--- src/rtl/mrc_pkg.sv ---
`timescale 1ns / 1ps

package mrc_pkg;

  typedef enum logic [2:0] {
    StOk        = 3'd0,
    StTimeout   = 3'd1,
    StFrame     = 3'd2,
    StCrc       = 3'd3,
    StException = 3'd4
  } status_e;

  typedef enum logic [2:0] {
    CfgSlaveAddress     = 3'd0,
    CfgExpectedFunction = 3'd1,
    CfgExpectedCount    = 3'd2,
    CfgEchoAddress      = 3'd3,
    CfgEchoData         = 3'd4
  } cfg_idx_e;

  localparam logic [7:0]  FcReadHolding = 8'h03;
  localparam logic [7:0]  FcWriteSingle = 8'h06;
  localparam logic [7:0]  FcWriteMulti  = 8'h10;
  localparam logic [7:0]  ExcFlag       = 8'h80;
  localparam logic [15:0] CrcInit       = 16'hFFFF;
  localparam logic [15:0] CrcPoly       = 16'hA001;

  typedef struct packed {
    logic       kind;
    logic [7:0] rx_byte;
  } in_item_t;

  typedef struct packed {
    logic        result_kind;
    status_e     status;
    logic [7:0]  exception_code;
    logic [6:0]  word_index;
    logic [15:0] word_value;
  } out_item_t;

  typedef struct packed {
    logic [7:0]  slave_address;
    logic [7:0]  expected_function;
    logic [6:0]  expected_count;
    logic [15:0] echo_address;
    logic [15:0] echo_data;
  } cfg_t;

  typedef struct packed {
    logic [15:0] crc;
    logic [7:0]  slave_byte;
    logic [7:0]  function_byte;
    logic [7:0]  third_byte;
    logic [7:0]  pending_high;
    logic        echo_mismatch;
  } frame_t;

  // Reflected CRC-16 over one byte, eight shift steps.
  function automatic logic [15:0] crc16_byte(logic [15:0] crc, logic [7:0] b);
    logic [15:0] c;
    c = crc ^ {8'h00, b};
    for (int k = 0; k < 8; k++) begin
      c = c[0] ? ((c >> 1) ^ CrcPoly) : (c >> 1);
    end
    return c;
  endfunction

endpackage

--- src/rtl/mrc_in_if.sv ---
`timescale 1ns / 1ps

interface mrc_in_if;
  logic              valid;
  logic              ready;
  mrc_pkg::in_item_t data;

  modport source (output valid, output data, input ready);
  modport sink (input valid, input data, output ready);
endinterface

--- src/rtl/mrc_out_if.sv ---
`timescale 1ns / 1ps

interface mrc_out_if;
  logic               valid;
  logic               ready;
  mrc_pkg::out_item_t data;

  modport source (output valid, output data, input ready);
  modport sink (input valid, input data, output ready);
endinterface

--- src/rtl/mrc_status_eval.sv ---
`timescale 1ns / 1ps

module mrc_status_eval #(
  parameter int MAX_FRAME = 256
) (
  input  mrc_pkg::cfg_t                      cfg_i,
  input  mrc_pkg::frame_t                    frame_i,
  input  logic [$clog2(MAX_FRAME + 2) - 1:0] count_i,
  output mrc_pkg::status_e                   status_o,
  output logic [7:0]                         exc_code_o
);
  import mrc_pkg::*;

  localparam int CntW = $clog2(MAX_FRAME + 2);
  localparam int LenW = 10;

  logic [LenW-1:0] len_ext;
  logic [LenW-1:0] bytes_plus5;
  logic [7:0]      count_bytes;

  assign len_ext     = {{(LenW - CntW){1'b0}}, count_i};
  assign bytes_plus5 = {{(LenW - 8){1'b0}}, frame_i.third_byte} + LenW'(5);
  assign count_bytes = {cfg_i.expected_count, 1'b0};

  always_comb begin
    status_o   = StOk;
    exc_code_o = 8'h00;
    if (count_i == '0) begin
      status_o = StTimeout;
    end else if (count_i < CntW'(5) || count_i > CntW'(MAX_FRAME)) begin
      status_o = StFrame;
    end else if (frame_i.crc != 16'h0000) begin
      status_o = StCrc;
    end else if (frame_i.slave_byte != cfg_i.slave_address) begin
      status_o = StFrame;
    end else if (frame_i.function_byte == (cfg_i.expected_function | ExcFlag)) begin
      // The exception test wins even when the expected code already has bit 7 set.
      status_o   = StException;
      exc_code_o = frame_i.third_byte;
    end else if (frame_i.function_byte != cfg_i.expected_function) begin
      status_o = StFrame;
    end else if (cfg_i.expected_function == FcReadHolding) begin
      if (frame_i.third_byte != count_bytes || len_ext != bytes_plus5) begin
        status_o = StFrame;
      end
    end else if (cfg_i.expected_function == FcWriteSingle ||
                 cfg_i.expected_function == FcWriteMulti) begin
      if (count_i != CntW'(8) || frame_i.echo_mismatch) begin
        status_o = StFrame;
      end
    end
  end

endmodule

--- src/rtl/modbus_rtu_response_checker_core.sv ---
`timescale 1ns / 1ps

// Modbus RTU response checker.
// Bytes of one response frame arrive on in_ch with kind 0; an item with kind 1
// marks the end of the frame. out_ch carries a provisional register word for
// each complete word of a read-holding response, and one final status per
// frame end; words are only to be trusted once an ok status follows.
// Configuration is written through cfg_we_i / cfg_index_i / cfg_data_i while
// the block is idle.
// Each transfer is held in an input register, evaluated there, and its result
// (if any) lands in the output register as the item leaves the input register.
// One item is taken every cycle unless a result waits for the output register;
// the CRC byte update and the status compare both sit in the single input stage.
// When the receiver stalls, items without a result still move on, and an item
// with a result waits in the input register until the output register frees,
// which then holds off new input. Reset clears the frame state (CRC to
// 0xFFFF, count and header bytes to zero) and loads the configuration
// defaults: slave 1, read holding, one register, zero echo values.
module modbus_rtu_response_checker_core #(
  parameter int MAX_FRAME = 256
) (
  input  logic        clk_i,
  input  logic        rst_ni,
  mrc_in_if.sink      in_ch,
  mrc_out_if.source   out_ch,
  input  logic        cfg_we_i,
  input  logic [2:0]  cfg_index_i,
  input  logic [15:0] cfg_data_i
);
  import mrc_pkg::*;

  localparam int CntW = $clog2(MAX_FRAME + 2);
  localparam int CmpW = 10;
  localparam frame_t FrameIdle = '{crc: CrcInit, default: '0};

  cfg_t            cfg_q;
  frame_t          frame_q, frame_d;
  logic [CntW-1:0] count_q, count_d;

  logic            s1_valid_q;
  in_item_t        s1_item_q;
  logic            out_valid_q;
  out_item_t       out_item_q;

  logic            slot_free;
  logic            s1_adv;
  logic            has_result;
  out_item_t       result;
  status_e         fin_status;
  logic [7:0]      fin_exc;
  logic [CmpW-1:0] p_ext;
  logic [CmpW-1:0] idx;

  // Configuration registers.
  always_ff @(posedge clk_i or negedge rst_ni) begin
    if (!rst_ni) begin
      cfg_q.slave_address     <= 8'd1;
      cfg_q.expected_function <= FcReadHolding;
      cfg_q.expected_count    <= 7'd1;
      cfg_q.echo_address      <= 16'h0000;
      cfg_q.echo_data         <= 16'h0000;
    end else if (cfg_we_i) begin
      case (cfg_idx_e'(cfg_index_i))
        CfgSlaveAddress:     cfg_q.slave_address     <= cfg_data_i[7:0];
        CfgExpectedFunction: cfg_q.expected_function <= cfg_data_i[7:0];
        CfgExpectedCount:    cfg_q.expected_count    <= cfg_data_i[6:0];
        CfgEchoAddress:      cfg_q.echo_address      <= cfg_data_i;
        CfgEchoData:         cfg_q.echo_data         <= cfg_data_i;
        default: ;
      endcase
    end
  end

  mrc_status_eval #(
    .MAX_FRAME (MAX_FRAME)
  ) u_status_eval (
    .cfg_i      (cfg_q),
    .frame_i    (frame_q),
    .count_i    (count_q),
    .status_o   (fin_status),
    .exc_code_o (fin_exc)
  );

  assign p_ext = {{(CmpW - CntW){1'b0}}, count_q};
  assign idx   = (p_ext - CmpW'(4)) >> 1;

  // Evaluation of the item in the input register.
  always_comb begin
    frame_d    = frame_q;
    count_d    = count_q;
    has_result = 1'b0;
    result     = '0;
    if (s1_item_q.kind) begin
      has_result            = 1'b1;
      result.result_kind    = 1'b1;
      result.status         = fin_status;
      result.exception_code = fin_exc;
      frame_d               = '0;
      frame_d.crc           = CrcInit;
      count_d               = '0;
    end else if (count_q >= CntW'(MAX_FRAME)) begin
      // Overlong frame: only count, saturating one past the limit.
      count_d = CntW'(MAX_FRAME + 1);
    end else begin
      count_d     = count_q + CntW'(1);
      frame_d.crc = crc16_byte(frame_q.crc, s1_item_q.rx_byte);
      if (count_q == CntW'(0)) frame_d.slave_byte    = s1_item_q.rx_byte;
      if (count_q == CntW'(1)) frame_d.function_byte = s1_item_q.rx_byte;
      if (count_q == CntW'(2)) frame_d.third_byte    = s1_item_q.rx_byte;
      if ((count_q == CntW'(2) && s1_item_q.rx_byte != cfg_q.echo_address[15:8]) ||
          (count_q == CntW'(3) && s1_item_q.rx_byte != cfg_q.echo_address[7:0]) ||
          (count_q == CntW'(4) && s1_item_q.rx_byte != cfg_q.echo_data[15:8]) ||
          (count_q == CntW'(5) && s1_item_q.rx_byte != cfg_q.echo_data[7:0])) begin
        frame_d.echo_mismatch = 1'b1;
      end
      if (count_q >= CntW'(3)) begin
        if (count_q[0]) begin
          frame_d.pending_high = s1_item_q.rx_byte;
        end else if (cfg_q.expected_function == FcReadHolding &&
                     frame_q.function_byte == FcReadHolding &&
                     idx < {{(CmpW - 7){1'b0}}, cfg_q.expected_count}) begin
          has_result        = 1'b1;
          result.word_index = idx[6:0];
          result.word_value = {frame_q.pending_high, s1_item_q.rx_byte};
        end
      end
    end
  end

  assign slot_free   = !out_valid_q || out_ch.ready;
  assign s1_adv      = s1_valid_q && (!has_result || slot_free);
  assign in_ch.ready = !s1_valid_q || s1_adv;

  always_ff @(posedge clk_i or negedge rst_ni) begin
    if (!rst_ni) begin
      s1_valid_q    <= 1'b0;
      out_valid_q   <= 1'b0;
      count_q       <= '0;
      frame_q       <= FrameIdle;
    end else begin
      if (in_ch.ready) begin
        s1_valid_q <= in_ch.valid;
      end
      if (slot_free) begin
        out_valid_q <= s1_adv && has_result;
      end
      if (s1_adv) begin
        count_q <= count_d;
        frame_q <= frame_d;
      end
    end
  end

  always_ff @(posedge clk_i) begin
    if (in_ch.ready && in_ch.valid) begin
      s1_item_q <= in_ch.data;
    end
    if (s1_adv && has_result) begin
      out_item_q <= result;
    end
  end

  assign out_ch.valid = out_valid_q;
  assign out_ch.data  = out_item_q;

endmodule

--- src/flat_wrapper.sv ---
// flat-port wrapper written by rule: the top's interface ports become plain ports
module modbus_rtu_response_checker_core_flat import mrc_pkg::*;
#(
  parameter int MAX_FRAME = 256
)
  (clk_i, rst_ni, cfg_we_i, cfg_index_i, cfg_data_i, in_ch_valid, in_ch_data, in_ch_ready, out_ch_valid, out_ch_data, out_ch_ready);
  mrc_in_if in_ch_i ();
  mrc_out_if out_ch_i ();
  input  logic clk_i;
  input  logic rst_ni;
  input  logic cfg_we_i;
  input  logic [2:0] cfg_index_i;
  input  logic [15:0] cfg_data_i;
  input wire logic [$bits(in_ch_i.valid)-1:0] in_ch_valid;
  input wire logic [$bits(in_ch_i.data)-1:0] in_ch_data;
  output wire logic [$bits(in_ch_i.ready)-1:0] in_ch_ready;
  output wire logic [$bits(out_ch_i.valid)-1:0] out_ch_valid;
  output wire logic [$bits(out_ch_i.data)-1:0] out_ch_data;
  input wire logic [$bits(out_ch_i.ready)-1:0] out_ch_ready;
  assign in_ch_i.valid = in_ch_valid;
  assign in_ch_i.data = in_ch_data;
  assign in_ch_ready = in_ch_i.ready;
  assign out_ch_valid = out_ch_i.valid;
  assign out_ch_data = out_ch_i.data;
  assign out_ch_i.ready = out_ch_ready;
  modbus_rtu_response_checker_core #(.MAX_FRAME(MAX_FRAME)) u_core (.clk_i(clk_i), .rst_ni(rst_ni), .in_ch(in_ch_i), .out_ch(out_ch_i), .cfg_we_i(cfg_we_i), .cfg_index_i(cfg_index_i), .cfg_data_i(cfg_data_i));
endmodule
--- config.mk ---
export PLATFORM = sky130hd
export DESIGN_NAME = modbus_rtu_response_checker_core_flat
export DESIGN_NICKNAME = d
export VERILOG_FILES = /design/src/rtl/mrc_pkg.sv /design/src/rtl/mrc_in_if.sv /design/src/rtl/mrc_out_if.sv /design/src/rtl/mrc_status_eval.sv /design/src/rtl/modbus_rtu_response_checker_core.sv /design/src/flat_wrapper.sv
export SDC_FILE = /design/constraint.sdc
export NUM_CORES = 1
export LEC_CHECK = 0
export BUFFER_PORTS_ARGS = -buffer_cell sky130_fd_sc_hd__buf_2
export CORE_MARGIN = 4
export CORE_UTILIZATION = 56
export CTS_BUF_LIST = sky130_fd_sc_hd__clkbuf_2
export DETAILED_ROUTE_END_ITERATION = 6
export HOLD_SLACK_MARGIN = 0.05
export PLACE_DENSITY = 0.78
export SETUP_SLACK_MARGIN = 0.5
export SYNTH_ARGS = -nofsm -noshare
export SYNTH_HDL_FRONTEND = slang
export SYNTH_SLANG_ARGS = --single-unit
--- constraint.sdc ---
create_clock -name clk_i -period 4.5 [get_ports clk_i]
set_clock_uncertainty 0.05 [all_clocks]
set_input_delay 0.9 -clock clk_i [delete_from_list [all_inputs] [get_ports clk_i]]
set_output_delay 0.9 -clock clk_i [all_outputs]
set_load 0.01 [all_outputs]
; ---- After elaboration in Yosys (flattened, before gate mapping)
; Cells that the tools add are included.
[classes]
n_mul = 0
bitwise_logic = 13
div_mod_pow = 0
n_mux = 39
n_reduce_logical = 46
order_cmp = 5
shifts = 0
addsub = 3
n_eq_ne = 24
[op_table]
columns = cell, n
row1 = 2-to-1 mux 16 bit, 8
row2 = 2-to-1 mux 49 bit, 2
row3 = 2-to-1 mux 8 bit, 10
row4 = inequality test 8 bit, 7
row5 = inverter 2 -> 3 bit, 8
row6 = 2-to-1 mux 3 bit, 7
row7 = "== test 9 x 2 -> 1 bit, second input constant", 2
row8 = "== test 9 x 3 -> 1 bit, second input constant", 2
row9 = 2-to-1 mux 9 bit, 2
row10 = "== test 8 x 2 -> 1 bit, second input constant", 2
row11 = nonzero test 16 bit, 1
row12 = bitwise XOR 16 x 8 -> 16 bit, 1
row13 = 2-to-1 mux 12 bit, 1
row14 = AND reduction 2 bit, 6
row15 = AND reduction 3 bit, 4
row16 = nonzero test 2 bit, 6
row17 = logical OR 1 bit, 10
row18 = inequality test 9 x 10 -> 1 bit, 1
row19 = OR reduction 5 bit, 2
row20 = "subtractor 9 x 3 -> 10 bit, second input constant", 1
row21 = "adder 8 x 3 -> 9 bit, second input constant", 1
row22 = "adder 9 x 1 -> 9 bit, second input constant", 1
row23 = "== test 9 x 1 -> 1 bit, second input constant", 1
row24 = "greater-or-equal comparator 9 x 2 -> 1 bit, second input constant", 1
row25 = 22 further kinds, 43
[totals]
wordCells = 153
latch_bits = 0
output_inout_bits = 37
romBits = 0
ff_bits = 159
ramBits = 0
mem_count = 0
in_bits = 33

; ---- Depth between registers and ports, before layout
[depth]
word_depth = 19
mapped_depth = 14
mapped_depth_nobuf = 11

; ---- Modules after synthesis
; Synthesis repeated with hierarchy kept, for this count alone.
[hier_totals]
cells_unflattened = 692
area_unflattened_um2 = 8032.7
[modules_own_cells]
columns = module, seq_area_each_um2, cells_each, instances, area_each_um2
row1 = modbus_rtu_response_checker_core, 4224.1, 587, 1, 7314.5
row2 = mrc_status_eval, 0.0, 105, 1, 718.2

; ---- Worst setup path before layout
; Ideal clock, no wire load.
[synth_path]
path_type = reg2reg
from = register u_core.count_q[2]
to = register u_core.out_item_q, in the netlist u_core.out_ch.data[0], enable pin
t_arrival_ns = 4.017
synth_period_minus_slack_ns = 4.494
path_stages_with_launch = 14
required_ns = 4.023
setup_ns = 0.427
path_buffers = 3
setup_slack_ns = 0.006
path_cell_list = dfrtp_1 > clkbuf_1 > nor3_1 > nor3b_1 > xor2_1 > ha_1 > nand2_1 > nand2_1 > a2111oi_2 > and3_1 > buf_4 > buf_2 > nor2_1 > nor2_1
[synth_via]
elab_chain_len = 12
word_cells_on_any_way = 14
classes_between = add/sub: 1 / order compare: 3 / mux: 5 / reduce/logical: 5
[synth_rtl]
columns = element, line
row1 = "start, declared", modbus_rtu_response_checker_core.sv:38  ; logic [CntW-1:0] count_q, count_d;
row2 = "start signal, assigned", modbus_rtu_response_checker_core.sv:148  ; count_q <= count_d;
row3 = subtractor 9 x 3 -> 10 bit (*), modbus_rtu_response_checker_core.sv:85  ; assign idx = (p_ext - CmpW'(4)) >> 1;
row4 = net u_core.idx[6], modbus_rtu_response_checker_core.sv:52  ; logic [CmpW-1:0] idx;
row5 = < comparator 9 x 7 -> 1 bit (*), modbus_rtu_response_checker_core.sv:121  ; idx < {{(CmpW - 7){1'b0}}, cfg_q.expected_count}) begin
row6 = logical AND 1 bit (*), modbus_rtu_response_checker_core.sv:120  ; frame_q.function_byte == FcReadHolding &&
row7 = 2-to-1 mux 1 bit (*), modbus_rtu_response_checker_core.sv:119  ; end else if (cfg_q.expected_function == FcReadHolding &&
row8 = 2-to-1 mux 1 bit (*), modbus_rtu_response_checker_core.sv:117  ; if (count_q[0]) begin
row9 = 2-to-1 mux 1 bit (*), modbus_rtu_response_checker_core.sv:116  ; if (count_q >= CntW'(3)) begin
row10 = 2-to-1 mux 1 bit (*), modbus_rtu_response_checker_core.sv:101  ; end else if (count_q >= CntW'(MAX_FRAME)) begin
row11 = 2-to-1 mux 1 bit (*), modbus_rtu_response_checker_core.sv:93  ; if (s1_item_q.kind) begin
row12 = zero test 1 bit, modbus_rtu_response_checker_core.sv:131  ; assign s1_adv = s1_valid_q && (!has_result || slot_free);
row13 = logical OR 1 bit, modbus_rtu_response_checker_core.sv:131
row14 = logical AND 1 bit, modbus_rtu_response_checker_core.sv:131
row15 = logical AND 1 bit (*), modbus_rtu_response_checker_core.sv:158  ; if (s1_adv && has_result) begin
row16 = "end signal, assigned", modbus_rtu_response_checker_core.sv:159  ; out_item_q <= result;
row17 = "end, declared", modbus_rtu_response_checker_core.sv:43  ; out_item_t out_item_q;
; Mark *: on every way through the listed nets, which the timed path passes. The rest lies on a longest branch.
; A chain may end at the register's enable or synchronous reset.

; ---- Worst setup path in the final report
[layout_path]
from = register u_core.count_q[3]
to = output in_ch_ready
[layout_via]
elab_chain_len = 12
word_cells_on_any_way = 14
classes_between = add/sub: 1 / order compare: 3 / mux: 5 / reduce/logical: 5
[layout_rtl]
columns = element, line
row1 = subtractor 9 x 3 -> 10 bit, modbus_rtu_response_checker_core.sv:85
row2 = net u_core.idx[6], modbus_rtu_response_checker_core.sv:52
row3 = < comparator 9 x 7 -> 1 bit, modbus_rtu_response_checker_core.sv:121
row4 = logical AND 1 bit, modbus_rtu_response_checker_core.sv:120
row5 = 2-to-1 mux 1 bit, modbus_rtu_response_checker_core.sv:119
row6 = 2-to-1 mux 1 bit, modbus_rtu_response_checker_core.sv:117
row7 = 2-to-1 mux 1 bit, modbus_rtu_response_checker_core.sv:116
row8 = 2-to-1 mux 1 bit, modbus_rtu_response_checker_core.sv:101
row9 = 2-to-1 mux 1 bit, modbus_rtu_response_checker_core.sv:93
row10 = zero test 1 bit, modbus_rtu_response_checker_core.sv:131
row11 = logical OR 1 bit, modbus_rtu_response_checker_core.sv:131
row12 = logical AND 1 bit, modbus_rtu_response_checker_core.sv:131
row13 = logical OR 1 bit, modbus_rtu_response_checker_core.sv:132  ; assign in_ch.ready = !s1_valid_q || s1_adv;
row14 = "end, declared", flat_wrapper.sv:16  ; output wire logic [$bits(in_ch_i.ready)-1:0] in_ch_ready;
; The timed path passes the listed nets, and every way through them passes these cells.

==> impl_metrics.tcl <==
set metrics [dict create \
    critPathArrivalTime_ns 3.17 \
    rsz0062_at_grt "true" \
    syn_area_sq_mm 0.00832 \
    synth_seq_area_share_pct 50.8 \
    synth-edff-count 44 \
    synthTopCellsByArea "dfrtp_1 (29%), edfxtp_1 (16%), mux2_2 (7.6%)" \
    synth_most_common_cell "dfrtp_1" \
    core.rowCount 44 \
    path_clk_slew_ns 0.21 \
    cap_viol_max_count 0 \
    finalInstanceArea_sq_mm 0.00911 \
    grt_max_degree 67 \
    antenna_found_initial 0 \
    regToRegStartpoint "u_core.count_q[2]$_DFFE_PN0P_" \
    detail-route-antenna-nets 0 \
    slew_headroom_pct 18.3 \
    seq_power_share_pct 48.8 \
    dieArea_sq_mm 0.0169 \
    p_sw_mw 1.64 \
    yosys.area.top_type "dfrtp_1" \
    vias_per_cell 6.08 \
    r2r_cells 12 \
    gr-total-overflow 0 \
    start_util_pct 57.2 \
    ys_types 56 \
    grt_pass1_wl_mm 32.5 \
    grt.total_usage_pct 25.3 \
    place_area_sq_mm 0.00877 \
    comb_power_share_pct 34.6 \
    dp_hpwl_mm 14.4 \
    dpl_worst_slack_ns 0.829 \
    power.leakage_nw 3.65 \
    hold_viol_final 0 \
    ir_drop_uv 273 \
    clock.fmax_mhz 243 \
    remaining_drc_errors 0 \
    critPathRequiredTime_ns 3.55 \
    nNetsFinal 857 \
    fin_crit_ns 4.12 \
    status "complete, no violations" \
    hp-class "primary input to asynchronous set/reset pin" \
    worstSetupEndpointType "output pin" \
    p_int_mw 2.82 \
    coreArea_sq_mm 0.0145 \
    ys.flop_type "dfrtp_1" \
    slew_violations 0 \
    avgSynthCellArea_sq_um 11.1 \
    die_height_um 130 \
    power_mw 4.46 \
    power.density_mw_per_mm2 489 \
    fin_setup_tns_ns 0 \
    io_pins 70 \
    cts.sinks 159 \
    diodes 0 \
    critPathCapture "in_ch_ready" \
    timing.rr.end "u_core.frame_q[7]$_DFFE_PN0P_" \
    cts_buffer_depth 2 \
    ys_warn_count 0 \
    power_switching_share_pct 36.8 \
    setup.worst_path.class "flop to output pin" \
    yosys_register_bits 159 \
    finalCritPeriodShare_pct 91.5 \
    syn2layout_area_growth_pct 9.52 \
    synth_nets 797 \
    root_buffer "clkbuf_2" \
    synth_top_area_share_pct 28.6 \
    place_congestion 0.974 \
    drive_gt1_share_pct 26.7 \
    fin_hold_ws_ns 0.198 \
    fin_ws_ns 0.381 \
    cts.htree.levels 4 \
    cts_tree "done" \
    cp_max_fo 4 \
    crit_path_start_kind "flop" \
    clkPwrFrac_pct 16.6 \
    finalSetupViolCount 0 \
    die_x_um 130 \
    io_buffers 69 \
    wl_mm 20.5 \
    via_count 6112 \
    dr.pass1.iters 5 \
    yosys-top-cells-count "dfrtp_1 (95), xnor2_1 (60), nor2_1 (58)" \
    drt_iter0_drc 573 \
    grt_pass1_vias 6040 \
    async_flop_share_pct 72.3 \
    r2r_slack_ns 1.19 \
    crit_start "u_core.count_q[3]$_DFFE_PN0P_" \
    syn_inst 748 \
    wl_per_cell_um 20.4 \
    tightest_slew_ns 1.22 \
    numCtsBuffers 17 \
    clock_latency_ns 0.73 \
]
[power groups by stage]
| stage | Clock (mW) | Combinational, mW | Sequential [mW] |
|---|---|---|---|
| after global routing | 0.820 | 1.71 | 2.22 |
| final | 0.739 | 1.54 | 2.18 |
| after CTS | 0.756 | 1.53 | 2.17 |
| after detailed placement | 0 | 1.43 | 2.21 |
| after global placement | 0 | 1.38 | 2.18 |
| after floorplan | 0 | 1.19 | 2.04 |
[repair_timing]
item | CTS | global route
pin swaps | 6 | 1
gates resized for setup | 10 | 1
buffers inserted | 11 | 0
setup endpoints to repair | 1 | 1
hold buffers | 0 | 0
[placed cells by master (no fill, tap or decap), drive strengths merged, types with 3 or more instances in the layout]
cell type	instances
nor2	58
nand2b	3
or4	4
a21boi	4
dfstp	20
inv	26
o2bb2ai	28
o22ai	9
xor2	29
a2111oi	4
clkbuf	19
a31oi	8
clkinvlp	3
nor3	19
clkinv	6
a211oi	6
nor4	11
nand4	15
mux2	56
o22a	8
and3	14
nor3b	3
dfrtp	95
nand2	42
ha	16
buf	92
o211ai	3
a21oi	10
o21ai	24
edfxtp	44
and2	9
xnor2	60
a2bb2oi	8
a22oi	26
or3	4
nand3	14
[sequential cells by signal, indices dropped and copies added (netlist names)]
register,count
u_core.cfg_q,55
u_core.s1_valid_q,1
u_core.s1_item_q,9
u_core.out_ch.data,35
u_core.frame_q,49
u_core.count_q,9
u_core.out_ch.valid,1
[routing by layer]
layer / track usage [%] / vias up / share of wire [%]
met2: 40.0 / 255 / 47
met4: 9.54 / 0 / 2.2
met3: 4.83 / 35 / 7.1
met5: 0 / - / 0
li1: - / 2834 / -
met1: 35.2 / 2988 / 43
[critical path: stages (launching register included)]
cell	delay, ns
dfrtp_2	0.49
nor3_2	0.19
nor3b_2	0.22
xor2_1	0.22
ha_1	0.29
nand2_1	0.09
nand2_2	0.06
a2111oi_4	0.32
and3_4	0.24
o211ai_1	0.14
buf_2	0.19
[layout make-up]
type                            count  area [sq um]
Fill cell                        1206          5430
Sequential cell                   159          4230
Multi-Input combinational cell    514          3820
Timing Repair Buffer               92           520
Tap cell                          184           230
Clock inverter                     13           121
Clock buffer                       19          95.1
Inverter                           24          90.1
[cell families after synthesis]
family	share of synthesized area [%]
flip-flops	50.8
XOR/XNOR	9.64
buffers and inverters	3.84
multiplexers	7.82
adder cells (fa/ha/maj)	2.41
AND/OR/NAND/NOR	12.3
AO/OA/AOI/OAI	13.2
[worst min path at each step]
stage                                  start                                to  slack (ns)
2_1_floorplan  u_core.s1_item_q[8]$_DFFE_PP_  u_core.out_ch.data[34]$_DFFE_PP_        0.37
3_3_place_gp   u_core.frame_q[0]$_DFFE_PN0P_     u_core.frame_q[0]$_DFFE_PN0P_        0.46
3_5_place_dp    u_core.cfg_q[21]$_DFFE_PN0P_      u_core.cfg_q[21]$_DFFE_PN0P_        0.47
4_1_cts                               rst_ni      u_core.cfg_q[17]$_DFFE_PN0P_        0.17
5_1_grt                               rst_ni      u_core.cfg_q[17]$_DFFE_PN0P_        0.18
6_report                              rst_ni      u_core.cfg_q[37]$_DFFE_PN0P_        0.20
[per-stage QoR]
step	util, %	std cells
final	62.7	1005
after floorplan	-	748
after global placement	60.3	962
after detailed placement	60.3	962
after CTS	62.6	1005
after global routing	62.7	1005
Note: power is estimated with default switching activity, not from simulation.
